### config.mk
export PLATFORM = sky130hd
export DESIGN_NAME = four_channel_counter_timer_flat
export DESIGN_NICKNAME = d
export VERILOG_FILES = /design/src/hdl/fcct_pkg.sv /design/src/hdl/fcct_if.sv /design/src/hdl/fcct_ctrl.sv /design/src/hdl/fcct_dp.sv /design/src/hdl/four_channel_counter_timer.sv /design/src/flat_wrapper.sv
export SDC_FILE = /design/constraint.sdc
export NUM_CORES = 1
export LEC_CHECK = 0
export BUFFER_PORTS_ARGS = -buffer_cell sky130_fd_sc_hd__buf_2
export CAP_MARGIN = 20
export CORE_MARGIN = 8
export CORE_UTILIZATION = 40
export CTS_CLUSTER_DIAMETER = 150
export DETAILED_ROUTE_END_ITERATION = 12
export PLACE_DENSITY_LB_ADDON = 0.2
export SETUP_SLACK_MARGIN = 0.2
export SYNTH_ARGS = -nofsm -noshare
export SYNTH_HDL_FRONTEND = slang
export SYNTH_HIERARCHICAL = 1
export SYNTH_SLANG_ARGS = --single-unit
### constraint.sdc
create_clock -name clock -period 4.3 [get_ports clock]
set_input_delay 1.29 -clock clock [delete_from_list [all_inputs] [get_ports clock]]
set_output_delay 1.29 -clock clock [all_outputs]
set_load 0.01 [all_outputs]
### src/hdl/fcct_pkg.sv
// Shared constants, codes and types of the four-channel counter/timer.
`default_nettype none
package fcct_pkg;

   localparam int NUM_CHANNELS = 4;
   localparam int CH_W         = 2;

   // request op codes
   localparam logic [2:0] OP_WRITE = 3'd0;
   localparam logic [2:0] OP_READ  = 3'd1;
   localparam logic [2:0] OP_TICK  = 3'd2;
   localparam logic [2:0] OP_PULSE = 3'd3;
   localparam logic [2:0] OP_ACK   = 3'd4;
   localparam logic [2:0] OP_CHECK = 3'd5;

   // control word bit positions
   localparam int CW_IRQ      = 7;
   localparam int CW_COUNTER  = 6;
   localparam int CW_PRE256   = 5;
   localparam int CW_TRIGWAIT = 3;
   localparam int CW_TCONST   = 2;
   localparam int CW_RESET    = 1;
   localparam int CW_CONTROL  = 0;

   localparam logic [7:0] CW_RESET_VALUE = 8'h02;

   // channel 2 wraps feed channel 3
   localparam logic [CH_W-1:0] CHAIN_SRC = 2'd2;
   localparam logic [CH_W-1:0] CHAIN_DST = 2'd3;
   localparam logic [CH_W-1:0] LAST_CH   = 2'd3;

   typedef struct packed {
      logic load;       // latch request
      logic exec;       // single-step op
      logic tick_load;  // start current tick channel
      logic tick_wrap;  // one wrap or final store
      logic pulse3;     // chained pulse into channel 3
      logic finish;     // load response register
   } cmd_type;

   typedef struct packed {
      logic is_tick;
      logic pulse_chain;
      logic tick_skip;
      logic tick_last;
      logic n_neg;
      logic rsp_free;
   } status_type;

   typedef struct packed {
      logic [7:0]  cw;
      logic [15:0] dc;
      logic        wrap;
   } pulse_res_type;

endpackage
`default_nettype wire

### src/hdl/fcct_if.sv
// Request and response channel interfaces.
`default_nettype none
interface fcct_req_if;
   logic       valid;
   logic       ready;
   logic [2:0] op;
   logic [1:0] channel;
   logic [7:0] data;
   logic [9:0] clocks;

   modport source (output valid, output op, output channel, output data, output clocks,
                   input ready);
   modport sink (input valid, input op, input channel, input data, input clocks,
                 output ready);
endinterface

interface fcct_rsp_if;
   logic       valid;
   logic       ready;
   logic [7:0] read_data;
   logic [3:0] irq_pending;
   logic       int_valid;
   logic [1:0] int_channel;

   modport source (output valid, output read_data, output irq_pending, output int_valid,
                   output int_channel, input ready);
   modport sink (input valid, input read_data, input irq_pending, input int_valid,
                 input int_channel, output ready);
endinterface
`default_nettype wire

### src/hdl/fcct_ctrl.sv
// Sequencing state machine of the counter/timer.
`default_nettype none
module fcct_ctrl (
   input  wire logic                 clock,
   input  wire logic                 reset,
   input  wire logic                 req_valid,
   output logic                      req_ready,
   input  wire fcct_pkg::status_type status,
   output fcct_pkg::cmd_type         cmd
);

   typedef enum logic [5:0] {
      ST_IDLE      = 6'b000001,
      ST_EXEC      = 6'b000010,
      ST_TICK_LOAD = 6'b000100,
      ST_TICK_WRAP = 6'b001000,
      ST_PULSE3    = 6'b010000,
      ST_FINISH    = 6'b100000
   } state_type;

   state_type state_ff, state_in;

   always_comb begin
      state_in  = state_ff;
      cmd       = '0;
      req_ready = 1'b0;
      case (state_ff)
         ST_IDLE: begin
            req_ready = 1'b1;
            if (req_valid) begin
               cmd.load = 1'b1;
               state_in = ST_EXEC;
            end
         end
         ST_EXEC: begin
            cmd.exec = 1'b1;
            if (status.is_tick)
               state_in = ST_TICK_LOAD;
            else if (status.pulse_chain)
               state_in = ST_PULSE3;
            else
               state_in = ST_FINISH;
         end
         ST_TICK_LOAD: begin
            cmd.tick_load = 1'b1;
            if (!status.tick_skip)
               state_in = ST_TICK_WRAP;
            else if (status.tick_last)
               state_in = ST_FINISH;
         end
         ST_TICK_WRAP: begin
            cmd.tick_wrap = 1'b1;
            if (!status.n_neg)
               state_in = status.tick_last ? ST_FINISH : ST_TICK_LOAD;
         end
         ST_PULSE3: begin
            cmd.pulse3 = 1'b1;
            state_in   = ST_FINISH;
         end
         ST_FINISH: begin
            if (status.rsp_free) begin
               cmd.finish = 1'b1;
               state_in   = ST_IDLE;
            end
         end
         default: state_in = ST_IDLE;
      endcase
   end

   always_ff @(posedge clock) begin
      if (reset)
         state_ff <= ST_IDLE;
      else
         state_ff <= state_in;
   end

endmodule
`default_nettype wire

### src/hdl/fcct_dp.sv
// Channel registers, tick arithmetic and response register.
`default_nettype none
module fcct_dp (
   input  wire logic              clock,
   input  wire logic              reset,
   input  wire logic [2:0]        req_op,
   input  wire logic [1:0]        req_channel,
   input  wire logic [7:0]        req_data,
   input  wire logic [9:0]        req_clocks,
   input  wire logic              rsp_ready,
   output logic                   rsp_valid,
   output logic [7:0]             rsp_read_data,
   output logic [3:0]             rsp_irq_pending,
   output logic                   rsp_int_valid,
   output logic [1:0]             rsp_int_channel,
   input  wire fcct_pkg::cmd_type cmd,
   output fcct_pkg::status_type   status
);

   localparam int NCH = fcct_pkg::NUM_CHANNELS;

   logic [15:0] dc_ff [NCH];
   logic [15:0] dc_in [NCH];
   logic [7:0]  tc_ff [NCH];
   logic [7:0]  tc_in [NCH];
   logic [7:0]  cw_ff [NCH];
   logic [7:0]  cw_in [NCH];
   logic [7:0]  vb_ff, vb_in;
   logic [3:0]  pend_ff, pend_in;

   logic [2:0]  op_ff;
   logic [1:0]  ch_ff;
   logic [7:0]  data_ff;
   logic [9:0]  clocks_ff;

   logic [1:0]        tick_ch_ff, tick_ch_in;
   logic signed [17:0] n_ff, n_in;

   logic [7:0] res_rd_ff, res_rd_in;
   logic       res_valid_ff, res_valid_in;
   logic [1:0] res_ch_ff, res_ch_in;

   logic       rsp_valid_ff;
   logic [7:0] rsp_rd_ff;
   logic [3:0] rsp_pend_ff;
   logic       rsp_iv_ff;
   logic [1:0] rsp_ich_ff;

   fcct_pkg::pulse_res_type p_ch, p3;
   logic [13:0] dec;
   logic [17:0] wrap_add;
   logic [7:0]  cw_sel;

   function automatic logic stopped(input logic [7:0] cw);
      return cw[fcct_pkg::CW_TCONST] & cw[fcct_pkg::CW_RESET];
   endfunction

   function automatic fcct_pkg::pulse_res_type pulse_one(input logic [7:0]  cw,
                                                         input logic [15:0] dc,
                                                         input logic [7:0]  tc);
      fcct_pkg::pulse_res_type r;
      logic [15:0] d;
      r.cw   = cw;
      r.dc   = dc;
      r.wrap = 1'b0;
      d      = dc;
      if (cw[fcct_pkg::CW_COUNTER]) begin
         if (!stopped(cw)) begin
            if (dc[15:8] != 8'h00)
               d = dc - 16'h0100;
            if (d[15:8] == 8'h00) begin
               d      = {tc, 8'h00};
               r.wrap = 1'b1;
            end
            r.dc = d;
         end
      end else if (cw[fcct_pkg::CW_TRIGWAIT]) begin
         r.cw[fcct_pkg::CW_TRIGWAIT] = 1'b0;
      end
      return r;
   endfunction

   assign p_ch     = pulse_one(cw_ff[ch_ff], dc_ff[ch_ff], tc_ff[ch_ff]);
   assign p3       = pulse_one(cw_ff[fcct_pkg::CHAIN_DST], dc_ff[fcct_pkg::CHAIN_DST],
                               tc_ff[fcct_pkg::CHAIN_DST]);
   assign cw_sel   = cw_ff[tick_ch_ff];
   assign dec      = cw_sel[fcct_pkg::CW_PRE256] ? {4'b0000, clocks_ff} : {clocks_ff, 4'b0000};
   assign wrap_add = (tc_ff[tick_ch_ff] == 8'h00) ? 18'h10000
                                                  : {2'b00, tc_ff[tick_ch_ff], 8'h00};

   always_comb begin
      status.is_tick     = (op_ff == fcct_pkg::OP_TICK);
      status.pulse_chain = (op_ff == fcct_pkg::OP_PULSE) && (ch_ff == fcct_pkg::CHAIN_SRC)
                           && p_ch.wrap;
      status.tick_skip   = stopped(cw_sel) | cw_sel[fcct_pkg::CW_COUNTER];
      status.tick_last   = (tick_ch_ff == fcct_pkg::LAST_CH);
      status.n_neg       = n_ff[17];
      status.rsp_free    = !rsp_valid_ff || rsp_ready;
   end

   always_comb begin
      dc_in        = dc_ff;
      tc_in        = tc_ff;
      cw_in        = cw_ff;
      vb_in        = vb_ff;
      pend_in      = pend_ff;
      tick_ch_in   = tick_ch_ff;
      n_in         = n_ff;
      res_rd_in    = res_rd_ff;
      res_valid_in = res_valid_ff;
      res_ch_in    = res_ch_ff;

      if (cmd.exec) begin
         res_rd_in    = 8'h00;
         res_valid_in = 1'b0;
         res_ch_in    = 2'd0;
         tick_ch_in   = 2'd0;
         case (op_ff)
            fcct_pkg::OP_WRITE: begin
               if (cw_ff[ch_ff][fcct_pkg::CW_TCONST]) begin
                  tc_in[ch_ff] = data_ff;
                  if (stopped(cw_ff[ch_ff]))
                     dc_in[ch_ff] = {data_ff - 8'd1, 8'h00};
                  cw_in[ch_ff][fcct_pkg::CW_TCONST] = 1'b0;
               end else if (data_ff[fcct_pkg::CW_CONTROL]) begin
                  cw_in[ch_ff] = data_ff;
                  if (data_ff[fcct_pkg::CW_RESET] && !data_ff[fcct_pkg::CW_TCONST])
                     dc_in[ch_ff] = {tc_ff[ch_ff] - 8'd1, 8'h00};
                  if (!data_ff[fcct_pkg::CW_IRQ])
                     pend_in[ch_ff] = 1'b0;
               end else if (ch_ff == 2'd0) begin
                  vb_in = data_ff;
               end
            end
            fcct_pkg::OP_READ: res_rd_in = dc_ff[ch_ff][15:8];
            fcct_pkg::OP_PULSE: begin
               cw_in[ch_ff] = p_ch.cw;
               dc_in[ch_ff] = p_ch.dc;
               if (p_ch.wrap && cw_ff[ch_ff][fcct_pkg::CW_IRQ])
                  pend_in[ch_ff] = 1'b1;
            end
            fcct_pkg::OP_ACK: pend_in[ch_ff] = 1'b0;
            fcct_pkg::OP_CHECK: begin
               for (int i = NCH - 1; i >= 0; i--) begin
                  if (pend_ff[i]) begin
                     res_valid_in = 1'b1;
                     res_ch_in    = 2'(i);
                     res_rd_in    = {vb_ff[7:3], 2'(i), 1'b0};
                  end
               end
            end
            default: ;
         endcase
      end

      if (cmd.tick_load) begin
         if (status.tick_skip)
            tick_ch_in = tick_ch_ff + 2'd1;
         else
            n_in = $signed({2'b00, dc_ff[tick_ch_ff]}) - $signed({4'b0000, dec});
      end

      if (cmd.tick_wrap) begin
         if (n_ff[17]) begin
            n_in = n_ff + $signed(wrap_add);
            if (cw_sel[fcct_pkg::CW_IRQ])
               pend_in[tick_ch_ff] = 1'b1;
         end else begin
            dc_in[tick_ch_ff] = n_ff[15:0];
            tick_ch_in        = tick_ch_ff + 2'd1;
         end
      end

      if ((cmd.tick_wrap && n_ff[17] && tick_ch_ff == fcct_pkg::CHAIN_SRC) || cmd.pulse3) begin
         cw_in[fcct_pkg::CHAIN_DST] = p3.cw;
         dc_in[fcct_pkg::CHAIN_DST] = p3.dc;
         if (p3.wrap && cw_ff[fcct_pkg::CHAIN_DST][fcct_pkg::CW_IRQ])
            pend_in[fcct_pkg::CHAIN_DST] = 1'b1;
      end
   end

   always_ff @(posedge clock) begin
      if (reset) begin
         for (int i = 0; i < NCH; i++) begin
            dc_ff[i] <= 16'h0000;
            tc_ff[i] <= 8'h00;
            cw_ff[i] <= fcct_pkg::CW_RESET_VALUE;
         end
         vb_ff        <= 8'h00;
         pend_ff      <= 4'h0;
         rsp_valid_ff <= 1'b0;
      end else begin
         dc_ff   <= dc_in;
         tc_ff   <= tc_in;
         cw_ff   <= cw_in;
         vb_ff   <= vb_in;
         pend_ff <= pend_in;
         if (cmd.finish)
            rsp_valid_ff <= 1'b1;
         else if (rsp_ready)
            rsp_valid_ff <= 1'b0;
      end
   end

   always_ff @(posedge clock) begin
      if (cmd.load) begin
         op_ff     <= req_op;
         ch_ff     <= req_channel;
         data_ff   <= req_data;
         clocks_ff <= req_clocks;
      end
      tick_ch_ff   <= tick_ch_in;
      n_ff         <= n_in;
      res_rd_ff    <= res_rd_in;
      res_valid_ff <= res_valid_in;
      res_ch_ff    <= res_ch_in;
      if (cmd.finish) begin
         rsp_rd_ff   <= res_rd_ff;
         rsp_pend_ff <= pend_ff;
         rsp_iv_ff   <= res_valid_ff;
         rsp_ich_ff  <= res_ch_ff;
      end
   end

   assign rsp_valid       = rsp_valid_ff;
   assign rsp_read_data   = rsp_rd_ff;
   assign rsp_irq_pending = rsp_pend_ff;
   assign rsp_int_valid   = rsp_iv_ff;
   assign rsp_int_channel = rsp_ich_ff;

endmodule
`default_nettype wire

### src/hdl/four_channel_counter_timer.sv
// Four-channel counter/timer: top level joining controller and datapath.
//
// Usage: one request on req_if (op, channel, data, clocks) gives exactly one
// response on rsp_if (read_data, irq_pending, int_valid, int_channel).
// A request is taken when req_if.valid and req_if.ready are both high;
// req_if.ready is high only while the sequencer is idle.
// Write, read, acknowledge, check, unused ops and pulses: the request is latched,
// then passes the execute and finish states, and finish loads the response.
// A pulse on channel 2 that wraps also passes a state for the chained pulse into
// channel 3.
// Tick: the channels are loaded in turn, and each channel that runs as a timer
// then goes through its wraps and a final store;
// the single shared subtract/reload unit handles one wrap per cycle.
// Responses sit in an output register; the next request is accepted while a
// response waits. If rsp_if.ready stays low, the following request finishes
// its work and then holds until the register frees up.
// Synchronous reset clears counts and time constants, sets every control
// word to the reset state, clears vector and pending bits, empties the
// response register.
`default_nettype none
module four_channel_counter_timer (
   input wire logic  clock,
   input wire logic  reset,
   fcct_req_if.sink  req_if,
   fcct_rsp_if.source rsp_if
);

   fcct_pkg::cmd_type    cmd;
   fcct_pkg::status_type status;

   fcct_ctrl u_ctrl (
      .clock     (clock),
      .reset     (reset),
      .req_valid (req_if.valid),
      .req_ready (req_if.ready),
      .status    (status),
      .cmd       (cmd)
   );

   fcct_dp u_dp (
      .clock           (clock),
      .reset           (reset),
      .req_op          (req_if.op),
      .req_channel     (req_if.channel),
      .req_data        (req_if.data),
      .req_clocks      (req_if.clocks),
      .rsp_ready       (rsp_if.ready),
      .rsp_valid       (rsp_if.valid),
      .rsp_read_data   (rsp_if.read_data),
      .rsp_irq_pending (rsp_if.irq_pending),
      .rsp_int_valid   (rsp_if.int_valid),
      .rsp_int_channel (rsp_if.int_channel),
      .cmd             (cmd),
      .status          (status)
   );

endmodule
`default_nettype wire

### src/flat_wrapper.sv
// flat-port wrapper written by rule: the top's interface ports become plain ports
module four_channel_counter_timer_flat 
  (clock, reset, req_if_valid, req_if_op, req_if_channel, req_if_data, req_if_clocks, req_if_ready, rsp_if_valid, rsp_if_read_data, rsp_if_irq_pending, rsp_if_int_valid, rsp_if_int_channel, rsp_if_ready);
  fcct_req_if req_if_i ();
  fcct_rsp_if rsp_if_i ();
  input wire logic clock;
  input wire logic reset;
  input wire logic [$bits(req_if_i.valid)-1:0] req_if_valid;
  input wire logic [$bits(req_if_i.op)-1:0] req_if_op;
  input wire logic [$bits(req_if_i.channel)-1:0] req_if_channel;
  input wire logic [$bits(req_if_i.data)-1:0] req_if_data;
  input wire logic [$bits(req_if_i.clocks)-1:0] req_if_clocks;
  output wire logic [$bits(req_if_i.ready)-1:0] req_if_ready;
  output wire logic [$bits(rsp_if_i.valid)-1:0] rsp_if_valid;
  output wire logic [$bits(rsp_if_i.read_data)-1:0] rsp_if_read_data;
  output wire logic [$bits(rsp_if_i.irq_pending)-1:0] rsp_if_irq_pending;
  output wire logic [$bits(rsp_if_i.int_valid)-1:0] rsp_if_int_valid;
  output wire logic [$bits(rsp_if_i.int_channel)-1:0] rsp_if_int_channel;
  input wire logic [$bits(rsp_if_i.ready)-1:0] rsp_if_ready;
  assign req_if_i.valid = req_if_valid;
  assign req_if_i.op = req_if_op;
  assign req_if_i.channel = req_if_channel;
  assign req_if_i.data = req_if_data;
  assign req_if_i.clocks = req_if_clocks;
  assign req_if_ready = req_if_i.ready;
  assign rsp_if_valid = rsp_if_i.valid;
  assign rsp_if_read_data = rsp_if_i.read_data;
  assign rsp_if_irq_pending = rsp_if_i.irq_pending;
  assign rsp_if_int_valid = rsp_if_i.int_valid;
  assign rsp_if_int_channel = rsp_if_i.int_channel;
  assign rsp_if_i.ready = rsp_if_ready;
  four_channel_counter_timer u_core (.clock(clock), .reset(reset), .req_if(req_if_i), .rsp_if(rsp_if_i));
endmodule
Word level (Yosys, flattened, before mapping)

Cells that the tools add are included.

Add/subtract/negate cells: 7
Magnitude comparators: 8
Equal/unequal tests: 24
Muxes and demuxes: 121
Bitwise operators: 16
Reductions and logical operators: 36

Operators with widths:

| operator                                                              | number |
|---|---|
| 64-bit two-way mux                                                    | 7 |
| 64-bit bitwise mux                                                    | 4 |
| 16-bit two-way mux                                                    | 15 |
| 64-bit case mux with 2 select lines                                   | 1 |
| 8-bit two-way mux                                                     | 13 |
| 32-bit bitwise mux                                                    | 3 |
| 17-bit two-way mux                                                    | 5 |
| 18-bit two-way mux                                                    | 4 |
| 16-bit binary-select mux with 2-bit select                            | 2 |
| 8-bit binary-select mux with 2-bit select                             | 4 |
| 16-bit demux with 2-bit select                                        | 2 |
| 32-bit two-way mux                                                    | 2 |
| 32-bit case mux with 2 select lines                                   | 1 |
| 6-bit two-way mux                                                     | 8 |
| 4-bit two-way mux                                                     | 10 |
| 6-bit case mux with 6 select lines                                    | 1 |
| 32-bit bitwise AND                                                    | 1 |
| 8-bit demux with 2-bit select                                         | 2 |
| 32-bit NOT                                                            | 1 |
| 16-bit by 9-bit subtractor with 16-bit output (second input constant) | 2 |
| 8-bit logical NOT                                                     | 3 |
| 1-bit two-way mux                                                     | 24 |
| 18-bit adder                                                          | 1 |
| 16-bit by 14-bit subtractor with 17-bit output                        | 1 |
| other kinds (47)                                                      | 95 |

Register bits: 215
Bits of input ports: 27
Output and inout port bits: 17
Word-level logic and storage cells: 244

Logic depth before layout (Yosys ltp)

Gate-level depths: netlist of the first run.

Word-level depth: 22
Mapped depth: 16
Gate-level depth less buffers: 12

Modules after synthesis

The synthesis of the first run kept the hierarchy.

Modules (own cells, without submodules):

| module    | times used | cells each | area each (µm²) | seq. area each (µm²) |
|---|---|---|---|---|
| fcct_dp   | 1          | 1413       | 12555.8         | 4474.3 |
| fcct_ctrl | 1          | 48         | 434.2           | 120.1 |

Worst setup path after synthesis of the first run

Ideal clock, no wire load.

Kind: reg2reg
Start: register u_core.u_dp.tick_ch_ff[0]
End: register u_core.u_dp.n_ff[14]
Setup time: 127 ps
Data arrival time: 4639 ps
Data required time: 4173 ps
Path slack: -466 ps
Stages on the path, launching flop included: 17
Clock period less this slack: 4766 ps
Path through: dfxtp_1 -> clkbuf_1 -> buf_1 -> clkbuf_1 -> mux4_2 -> clkbuf_1 -> and2_1 -> ha_1 -> fa_1 -> nor2b_1 -> o21a_1 -> o21ai_0 -> o2bb2ai_1 -> a21oi_1 -> a221oi_1 -> nor4b_1 -> or3_1

Longest elaborated chain between the ends: 10
Elaborated cells between the ends (all ways): 21
Those cells by class: add/sub: 2; mux: 15; bitwise: 3; reduce/logical: 1

RTL lines:

| what                                                                                      | RTL line                      | RTL |
|---|---|---|
| start: declaration                                                                        | fcct_dp.sv:36                 | `logic [1:0] tick_ch_ff, tick_ch_in;` |
| start signal: assignment                                                                  | fcct_dp.sv:212                | `tick_ch_ff <= tick_ch_in;` |
| 2-bit NOT with 3-bit output (not written as such) (*)                                     | n/a                           |  |
| 8-bit binary-select mux with 2-bit select                                                 | fcct_dp.sv:86                 | `assign cw_sel = cw_ff[tick_ch_ff];` |
| 8-bit two-way mux (not written as such) (2 in a row)                                      | fcct_dp.sv:86                 |  |
| 14-bit two-way mux / 1-bit bitwise AND (equally long branches)                            | fcct_dp.sv:87, fcct_dp.sv:55  |  |
| 16-bit by 14-bit subtractor with 17-bit output / 1-bit bitwise OR (equally long branches) | fcct_dp.sv:160, fcct_dp.sv:95 |  |
| 18-bit two-way mux                                                                        | fcct_dp.sv:157                | `if (status.tick_skip)` |
| 18-bit two-way mux                                                                        | fcct_dp.sv:156                | `if (cmd.tick_load) begin` |
| 18-bit two-way mux                                                                        | fcct_dp.sv:164                | `if (n_ff[17]) begin` |
| 18-bit two-way mux (*)                                                                    | fcct_dp.sv:163                | `if (cmd.tick_wrap) begin` |
| named net u_core.u_dp.n_in[14]                                                            | fcct_dp.sv:37                 | `logic signed [17:0] n_ff, n_in;` |
| end signal: assignment                                                                    | fcct_dp.sv:213                | `n_ff <= n_in;` |
| end: declaration                                                                          | fcct_dp.sv:37                 |  |

The timed path passes the listed nets; every way through them passes the cells marked *. The select of a mux whose other input is x is not followed.
A chain may end at the register's enable or synchronous reset.

Worst setup path after layout of the first run

Start: register u_core.u_dp.ch_ff[0]
End: register u_core/u_dp/dc_ff[51] in the netlist's numbering

Longest elaborated chain between the ends: 18
Elaborated cells between the ends (all ways): 34
Those cells by class: add/sub: 1; order compare: 2; mux: 26; bitwise: 2; reduce/logical: 3

RTL lines:

| what                                                                                       | RTL line                     | RTL |
|---|---|---|
| start: declaration                                                                         | fcct_dp.sv:32                | `logic [1:0] ch_ff;` |
| start signal: assignment                                                                   | fcct_dp.sv:208               | `ch_ff <= req_channel;` |
| 2-bit NOT with 3-bit output (not written as such) (*)                                      | n/a                          |  |
| 16-bit binary-select mux with 2-bit select                                                 | fcct_dp.sv:83                | `assign p_ch = pulse_one(cw_ff[ch_ff], dc_ff[ch_ff], tc_ff[ch_ff]);` |
| 16-bit two-way mux (not written as such) (2 in a row)                                      | fcct_dp.sv:83                |  |
| 16-bit by 9-bit subtractor with 16-bit output / 8-bit nonzero test (equally long branches) | fcct_dp.sv:70, fcct_dp.sv:69 |  |
| 16-bit two-way mux                                                                         | fcct_dp.sv:69                | `if (dc[15:8] != 8'h00)` |
| 16-bit two-way mux                                                                         | fcct_dp.sv:68                | `if (!stopped(cw)) begin` |
| 16-bit two-way mux                                                                         | fcct_dp.sv:67                | `if (cw[fcct_pkg::CW_COUNTER]) begin` |
| 8-bit logical NOT                                                                          | fcct_dp.sv:71                | `if (d[15:8] == 8'h00) begin` |
| 16-bit two-way mux                                                                         | fcct_dp.sv:71                |  |
| 17-bit two-way mux                                                                         | fcct_dp.sv:68                |  |
| 17-bit two-way mux                                                                         | fcct_dp.sv:67                |  |
| 64-bit bitwise mux                                                                         | fcct_dp.sv:138               | `dc_in[ch_ff] = p_ch.dc;` |
| 64-bit case mux with 2 select lines (*)                                                    | fcct_dp.sv:118               | `case (op_ff)` |
| 64-bit two-way mux (*)                                                                     | fcct_dp.sv:113               | `if (cmd.exec) begin` |
| 64-bit bitwise mux                                                                         | fcct_dp.sv:169               | `dc_in[tick_ch_ff] = n_ff[15:0];` |
| 64-bit two-way mux                                                                         | fcct_dp.sv:164               |  |
| 64-bit two-way mux (*)                                                                     | fcct_dp.sv:163               |  |
| end signal: assignment                                                                     | fcct_dp.sv:193               | `dc_ff <= dc_in;` |
| end: declaration                                                                           | fcct_dp.sv:22                | `logic [15:0] dc_ff [NCH];` |

Mark *: on every way between the ends. The rest lies on a longest branch, timed or not. The select of a mux whose other input is x is not followed.

==> out/qor.yml, run 1 <==
timing:
  fmax_ghz: 0.263
  setup_viol_count_final: 0
  slew_violations: 0
  maxSlewHeadroom: 0.319
  rsz0062_at_grt: "no"
  worst_slew_pin_slew_ns: 1.02
  finalWorstSetupSlack_ns: 0.499
  fin_crit_ns: 3.80
  skew_ns: 0.0173
  setup-tns-final_ns: 0
  final_hold_viol_count: 0
  post-route-period-util: 0.884
  whs_ns: 0.419
cts:
  ctsResizeCount: 0
  clk_latency_ns: 0.55
  h-tree-depth: 1
  cts_sinks: 201
  numCtsBuffers: 25
  cts_tree: "yes"
  hold_buffers: 0
  cts_max_path_buffers: 3
  root_buffer: "clkbuf_16"
  clkTransAtPathRegs_ns: 0.07
  post_cts_buffers: 0
floorplan:
  std_cell_rows: 66
  coreArea_um2: 32300
  start_util: 0.402
  die_area_um2: 38500
  fp.dieH_um: 196
  fp.dieW_um: 196
  io_pins: 44
routing:
  dr.pass1.iters: 7
  vias: 12600
  drt_iter0_markers: 1416
  ant_nets: 0
  wl_per_cell_um: 26.1
  wirelength_um: 51100
  drc: 0
  vias_per_cell: 6.41
finish:
  area_delta_synth_final_pct: 13.4
  final_cells: 1962
  drive_gt1_frac: 0.155
  layout.nets: 1561
  final_common_cell: "nor2_1"
  fill_cells: 3169
  layout_common_cells: "nor2_1 (175), dfxtp_1 (143), a21oi_1 (113)"
  final_area_um2: 14700
pwr:
  leakagePower_nw: 5.49
  power_density_nw_per_um2: 331
  ir_drop_mv: 0.275
place:
  place.port_buffers: 43
  placed_cell_area_um2: 13900
  dp_cells: 1914
  gp_congestion: 1.02
  hpwl_um: 37400
  pre_cts_ws_ns: 0.536
synthesis:
  synthesis.nets: 1523
  ys.flop_type: "dfxtp_1"
  syn-cell-area_um2: 13000
  synthArstFlopShare: 0
  ys_warn_count: 6
  ys_seq_area_frac: 0.354
  syn_inst: 1461
  syn-mean-instance-area_um2: 8.89
  synth.distinct_cells: 81
  synth_edf_count: 57
  ys_seq_elements: 201
global_route:
  grt_pass1_wl_um: 77400
  grt_pass1_vias: 12200
  track_usage: 0.262
  antenna_found_initial: 2
  grt_max_degree: 55
  grt_overflow: 0
worst_setup_path:
  cp_max_fo: 8
  worstSetupPathType: "reg2reg"
  required_ns: 4.77
  cp_slowest_cell: "mux4_2"
  r2r_cells: 12
  cp_cell_sequence: "mux4_2, inv_1, ha_1, inv_1, nor4_2, buf_4, a221oi_4, o2111a_2, buf_4, nor3_2, a221oi_1, nor3_1"
  startpoint_type: "flip-flop"
  ff2ff_setup_slack_ns: 0.50
  startpoint: "u_core/u_dp/ch_ff[0]"
  end_kind: "flip-flop"
  reg2reg_from: "u_core/u_dp/ch_ff[0]"
  slowest_delay_ns: 0.68
  cp.arrival_ns: 4.27
  timing.rr.end: "u_core/u_dp/dc_ff[51]"
min_path:
  hold_depth: 0
  min_to: "u_core/u_dp/rsp_int_channel[0]"
  hold_path_class: "reg2reg"
  hp-start: "u_core/u_dp/res_ch_ff[0]"
run:
  drv_cap: 0
status:
  status: "finished clean"
metrics by stage:
step | power (mW) | util
2_1_floorplan | 2.52 | -
3_3_place_gp | 2.78 | 0.431
3_5_place_dp | 2.78 | 0.431
4_1_cts | 4.91 | 0.456
5_1_grt | 5.05 | 0.456
6_report | 4.88 | 0.456
cell families (layout without fill, tap and decap cells):
logic type / after synthesis / after routing / synth area share
buffers and inverters: 136 / 193 / 0.0406
flip-flops: 201 / 201 / 0.354
XOR/XNOR: 29 / 29 / 0.0196
other: 0 / 2 / 0
adder cells (fa/ha/maj): 35 / 35 / 0.0349
AO/OA/AOI/OAI: 432 / 432 / 0.220
multiplexers: 105 / 105 / 0.132
AND/OR/NAND/NOR: 523 / 523 / 0.200
worst max-delay path: cells and delay by family, from the launching register on:
kind	cells	cell delay (ns)
AO/OA/AOI/OAI	3	0.65
flip-flops	1	0.57
buffers and inverters	4	0.60
AND/OR/NAND/NOR	3	0.99
adder cells (fa/ha/maj)	1	0.21
multiplexers	1	0.68
worst max-delay path by stage:
stage	end	slack [ns]	cells past startpoint
final	u_core/u_dp/dc_ff[51]	0.50	12
after global routing	u_core/u_dp/dc_ff[50]	0.24	12
after CTS	u_core/u_dp/dc_ff[51]	0.50	12
after detailed placement	u_core/u_dp/dc_ff[53]	0.54	12
after global placement	u_core/u_dp/dc_ff[15]	0.59	8
after floorplan	u_core/u_dp/n_ff[14]	0.22	16
sequential cells by signal, indices dropped and copies added, names as in the netlist:
signal	cells
u_core/u_ctrl/state_ff	6
u_core/u_dp/ch_ff	2
u_core/u_dp/clocks_ff	10
u_core/u_dp/cw_ff	20
u_core/u_dp/data_ff	8
u_core/u_dp/dc_ff	64
u_core/u_dp/n_ff	18
u_core/u_dp/op_ff	3
u_core/u_dp/pend_ff	4
u_core/u_dp/res_ch_ff	2
u_core/u_dp/res_rd_ff	8
u_core/u_dp/res_valid_ff	1
u_core/u_dp/rsp_int_channel	2
u_core/u_dp/rsp_int_valid	1
u_core/u_dp/rsp_irq_pending	4
u_core/u_dp/rsp_read_data	8
u_core/u_dp/rsp_valid	1
u_core/u_dp/tc_ff	32
u_core/u_dp/tick_ch_ff	2
u_core/u_dp/vb_ff	5
per-layer routing:
layer | global-route usage | wire length, um | up-vias
met5 | 0 | 0 | -
met1 | 0.343 | 20500 | 6033
met3 | 0.0867 | 6400 | 118
met2 | 0.395 | 22200 | 750
li1 | - | - | 5666
met4 | 0.106 | 2060 | 0
cell usage after synthesis, types with 16 or more instances:
cell type  number  area share
edfxtp_1       57        0.13
ha_1           33       0.032
nor2_1        175       0.051
a211oi_1       35       0.020
mux2i_1        50       0.039
nand2b_1       17      0.0082
dfxtp_1       144        0.22
nand3_1        34       0.013
and2_1         21       0.010
xnor2_1        16       0.011
nor3_1         75       0.029
a221oi_1       33       0.022
inv_1          34      0.0098
o21ai_0       111       0.043
clkbuf_1       89       0.026
nand2_1        94       0.027
mux4_2         53       0.092
a21oi_1       113       0.044
power by group:
| group | leakage (nW) | switching [mW] | internal, mW |
|---|---|---|---|
| combinational | 3.39 | 0.415 | 0.232 |
| sequential | 1.72 | 0.101 | 2.01 |
| clock | 0.386 | 0.884 | 1.23 |
| total | 5.49 | 1.40 | 3.48 |
layout make-up:
class / instances / area [um2] / area share
antenna: 2 / 5.00 / 0.000340
clock buffer: 32 / 672 / 0.0456
clock inverter: 14 / 144 / 0.00977
inverter: 35 / 131 / 0.00892
multi-input combinational: 1124 / 7870 / 0.534
sequential: 201 / 4600 / 0.312
tap: 442 / 553 / 0.0375
timing repair buffer: 112 / 761 / 0.0516
Power figures use the tool's default switching activity.
==> run 2, diff against run 1 <==
--- a/config.mk
+++ b/config.mk
@@ -5,6 +5,7 @@
 export SDC_FILE = /design/constraint.sdc
 export NUM_CORES = 1
 export LEC_CHECK = 0
+export ABC_AREA = 1
 export BUFFER_PORTS_ARGS = -buffer_cell sky130_fd_sc_hd__buf_2
 export CAP_MARGIN = 20
 export CORE_MARGIN = 8
==> out/qor.yml, run 2 <==
routing:
  ant_nets: 0  # unchanged
  vias: 15600  # +24%
  dr.pass1.iters: 6  # -1
  wl_per_cell_um: 21.4  # -18%
  drt_iter0_markers: 1895  # +34%
  drc: 0  # unchanged
  wirelength_um: 56600  # +11%
  vias_per_cell: 5.90  # -7.8%
min_path:
  min_to: "u_core/u_dp/rsp_read_data[3]"
  hold_depth: 0  # unchanged
  hold_path_class: "reg2reg"
  hp-start: "u_core/u_dp/res_rd_ff[3]"
synthesis:
  synth_top_family_by_area: "compound AO/OA/AOI/OAI gates"
  ys_top_cells_by_area: "dfxtp_1 (20%), o21ai_0 (12%), edfxtp_1 (12%)"
  synthesis.nets: 2238  # +47%
  synthXorXnorAreaFrac: 0.0195  # -0.0000426
  synthTopCellsByCount: "o21ai_0 (343), nand2_1 (320), a21oi_1 (293)"
  syn-mean-instance-area_um2: 6.60  # -26%
  synth_edf_count: 57  # unchanged
  synthSimpleGateAreaFrac: 0.211  # +0.0116
  syn-cell-area_um2: 14400  # +11%
  yosys.area.top_type: "dfxtp_1"
  synth.distinct_cells: 58  # -28%
  ys_warn_count: 6  # unchanged
  syn_inst: 2176  # +49%
  synth_compound_area_frac: 0.312  # +0.0928
  synthArstFlopShare: 0  # unchanged
  synth-adder-area-share: 0.0315  # -0.00334
  muxShareOfSynthArea: 0.00279  # -0.129
  ys.flop_type: "dfxtp_1"
  synth_top_area_frac: 0.201  # -0.0212
  ys_seq_area_frac: 0.320  # -0.0339
  ys_seq_elements: 201  # unchanged
  synth_most_common_cell: "o21ai_0"
timing:
  fin_crit_ns: 3.85  # +0.0523 ns
  maxSlewHeadroom: 0.278  # -0.0409
  rsz0062_at_grt: "no"
  post-route-period-util: 0.896  # +0.0122
  finalWorstSetupSlack_ns: 0.446  # -0.0523 ns
  setup-tns-final_ns: 0  # unchanged
  setup_viol_count_final: 0  # unchanged
  worst_slew_pin_slew_ns: 1.08  # +0.0632 ns
  final_hold_viol_count: 0  # unchanged
  fmax_ghz: 0.259  # -1.4%
  slew_violations: 0  # unchanged
  skew_ns: 0.0163  # -0.000951 ns
floorplan:
  start_util: 0.405  # +0.00254
  io_pins: 44  # unchanged
  die_area_um2: 42200  # +9.7%
  coreArea_um2: 35500  # +9.9%
  std_cell_rows: 69  # +4.5%
  fp.dieW_um: 206  # +4.7%
  fp.dieH_um: 206  # +4.7%
worst_setup_path:
  cp_max_fo: 18  # +10
  ff2ff_setup_slack_ns: 0.45  # -0.05 ns
  timing.rr.end: "u_core/u_dp/dc_ff[14]"
  cp.arrival_ns: 4.28  # about the same
  r2r_cells: 18  # +6
  reg2reg_from: "u_core/u_dp/ch_ff[1]"
  required_ns: 4.72  # -0.05 ns
  worstSetupPathType: "reg2reg"
  end_kind: "flip-flop"
  startpoint_type: "flip-flop"
cts:
  root_buffer: "clkbuf_16"
  cts_max_path_buffers: 3  # unchanged
  numCtsBuffers: 26  # +4.0%
  cts_sinks: 201  # unchanged
  h-tree-depth: 1  # unchanged
  clkTransAtPathRegs_ns: 0.06  # about the same
  cts_tree: "yes"
  clk_latency_ns: 0.56  # about the same
finish:
  layout.nets: 2228  # +43%
  diodes: 0  # -2
  regArea_um2: 4590  # about the same
  drive_gt1_frac: 0.0910  # -0.0644
  final_area_um2: 15900  # +8.0%
  layout_common_cells: "o21ai_0 (343), nand2_1 (320), a21oi_1 (293)"
  top_regs: "u_core/u_dp/dc_ff (64), u_core/u_dp/tc_ff (32), u_core/u_dp/cw_ff (20)"
  multi_input_area_um2: 8320  # +5.8%
  fill_cells: 3692  # +17%
  area_delta_synth_final_pct: 10.7
  final_common_cell: "o21ai_0"
  largest_reg_flops: 64  # unchanged
  final_cells: 2647  # +35%
  top_register: "u_core/u_dp/dc_ff"
run:
  drv_cap: 0  # unchanged
place:
  placed_cell_area_um2: 15000  # +8.0%
  hpwl_um: 39300  # +5.1%
  pre_cts_ws_ns: 0.568  # +0.0321 ns
  dp_cells: 2599  # +36%
  place.port_buffers: 43  # unchanged
  gp_congestion: 0.992  # -2.6%
status:
  status: "finished clean"
global_route:
  grt_overflow: 0  # unchanged
  grt_pass1_vias: 14600  # +19%
  grt_pass1_wl_um: 86400  # +12%
  grt_max_degree: 69  # +25%
  antenna_found_initial: 0  # -2
  track_usage: 0.262  # -0.000751
pwr:
  leakagePower_nw: 6.44  # +17%
  power_density_nw_per_um2: 378  # +14%
  ir_drop_mv: 0.310  # +13%
  power.total_mw: 6.01  # +23%
[run 2: cell types whose count changed in the layout (fill, tap and decap cells not counted), sizes merged, moves of 68 or more]
| cell | change |
|---|---|
| a21oi | +181 |
| nand2 | +232 |
| o21ai | +272 |
| nand3 | +68 |
| inv | +213 |
[run 2: power by group]
| part | total, mW | leakage [nW] | switching (mW) | internal, mW |
|---|---|---|---|---|
| clock network | 2.24 | 0.431 | 0.899 | 1.35 |
| registers | 2.11 | 1.72 | 0.0907 | 2.02 |
| logic | 1.66 | 4.29 | 1.17 | 0.491 |
| total | 6.01 | 6.44 | 2.16 | 3.85 |
[run 2: cell families after synthesis]
group	Yosys count
buffers and inverters	378
AOI/OAI and AO/OA	825
xor gates and xnor gates	32
DFF	201
adders and majority gates	35
and+or+nand+nor	701
muxes	4
[run 2: cell type report]
class / instances / area share
clock buffers: 37 / 0.0476
clock inverters: 11 / 0.00786
inverters: 250 / 0.0591
multi-input cells: 1597 / 0.523
flip-flops and latches: 201 / 0.289
well taps: 461 / 0.0363
repair buffers: 90 / 0.0373
[run 2: repair_timing]
item                                    CTS  global route
endpoints found under the setup margin    0             1
resized for setup                         0             2
setup buffers                             0             0
hold buffers                              0             0
[run 2: metrics by stage]
step,hold slack (ns),util
final,0.418,0.448
after global routing,0.421,0.448
after CTS,0.419,0.448
after detailed placement,0.405,0.423
after global placement,0.401,0.423
after floorplan,0.400,-
[run 2: per-layer routing]
layer	part of all wire	wire, um	global-route usage
met5	0	0	0
met4	0.037	2100	0.103
met3	0.12	6640	0.0590
met2	0.42	23600	0.389
met1	0.43	24200	0.362
[run 2: worst max path at each step]
stage | from | end | slack [ns]
global route | u_core/u_dp/tick_ch_ff[1] | u_core/u_dp/n_ff[15] | 0.25
finish | u_core/u_dp/ch_ff[1] | u_core/u_dp/dc_ff[14] | 0.45
global placement | u_core/u_dp/tick_ch_ff[0] | u_core/u_dp/n_ff[12] | 0.64
floorplan | u_core/u_dp/tick_ch_ff[0] | u_core/u_dp/n_ff[12] | 0.26
CTS | u_core/u_dp/tick_ch_ff[0] | u_core/u_dp/n_ff[12] | 0.54
detailed placement | u_core/u_dp/tick_ch_ff[0] | u_core/u_dp/n_ff[12] | 0.57
[run 2: critical path, cell delays in order, from the launching register on]
cell and delay, ns:
edfxtp_1 0.81, inv_4 0.15, nand2_2 0.43, o22ai_1 0.15, a21oi_1 0.16, nand2_1 0.26, inv_1 0.20, ha_1 0.16
inv_1 0.05, nor2_1 0.18, nand2_1 0.09, xnor2_1 0.50, o21ai_0 0.17, nand3_1 0.10, nand2_1 0.07, nand2_1 0.07
nand2_1 0.07, nand2_1 0.05, a21oi_1 0.05
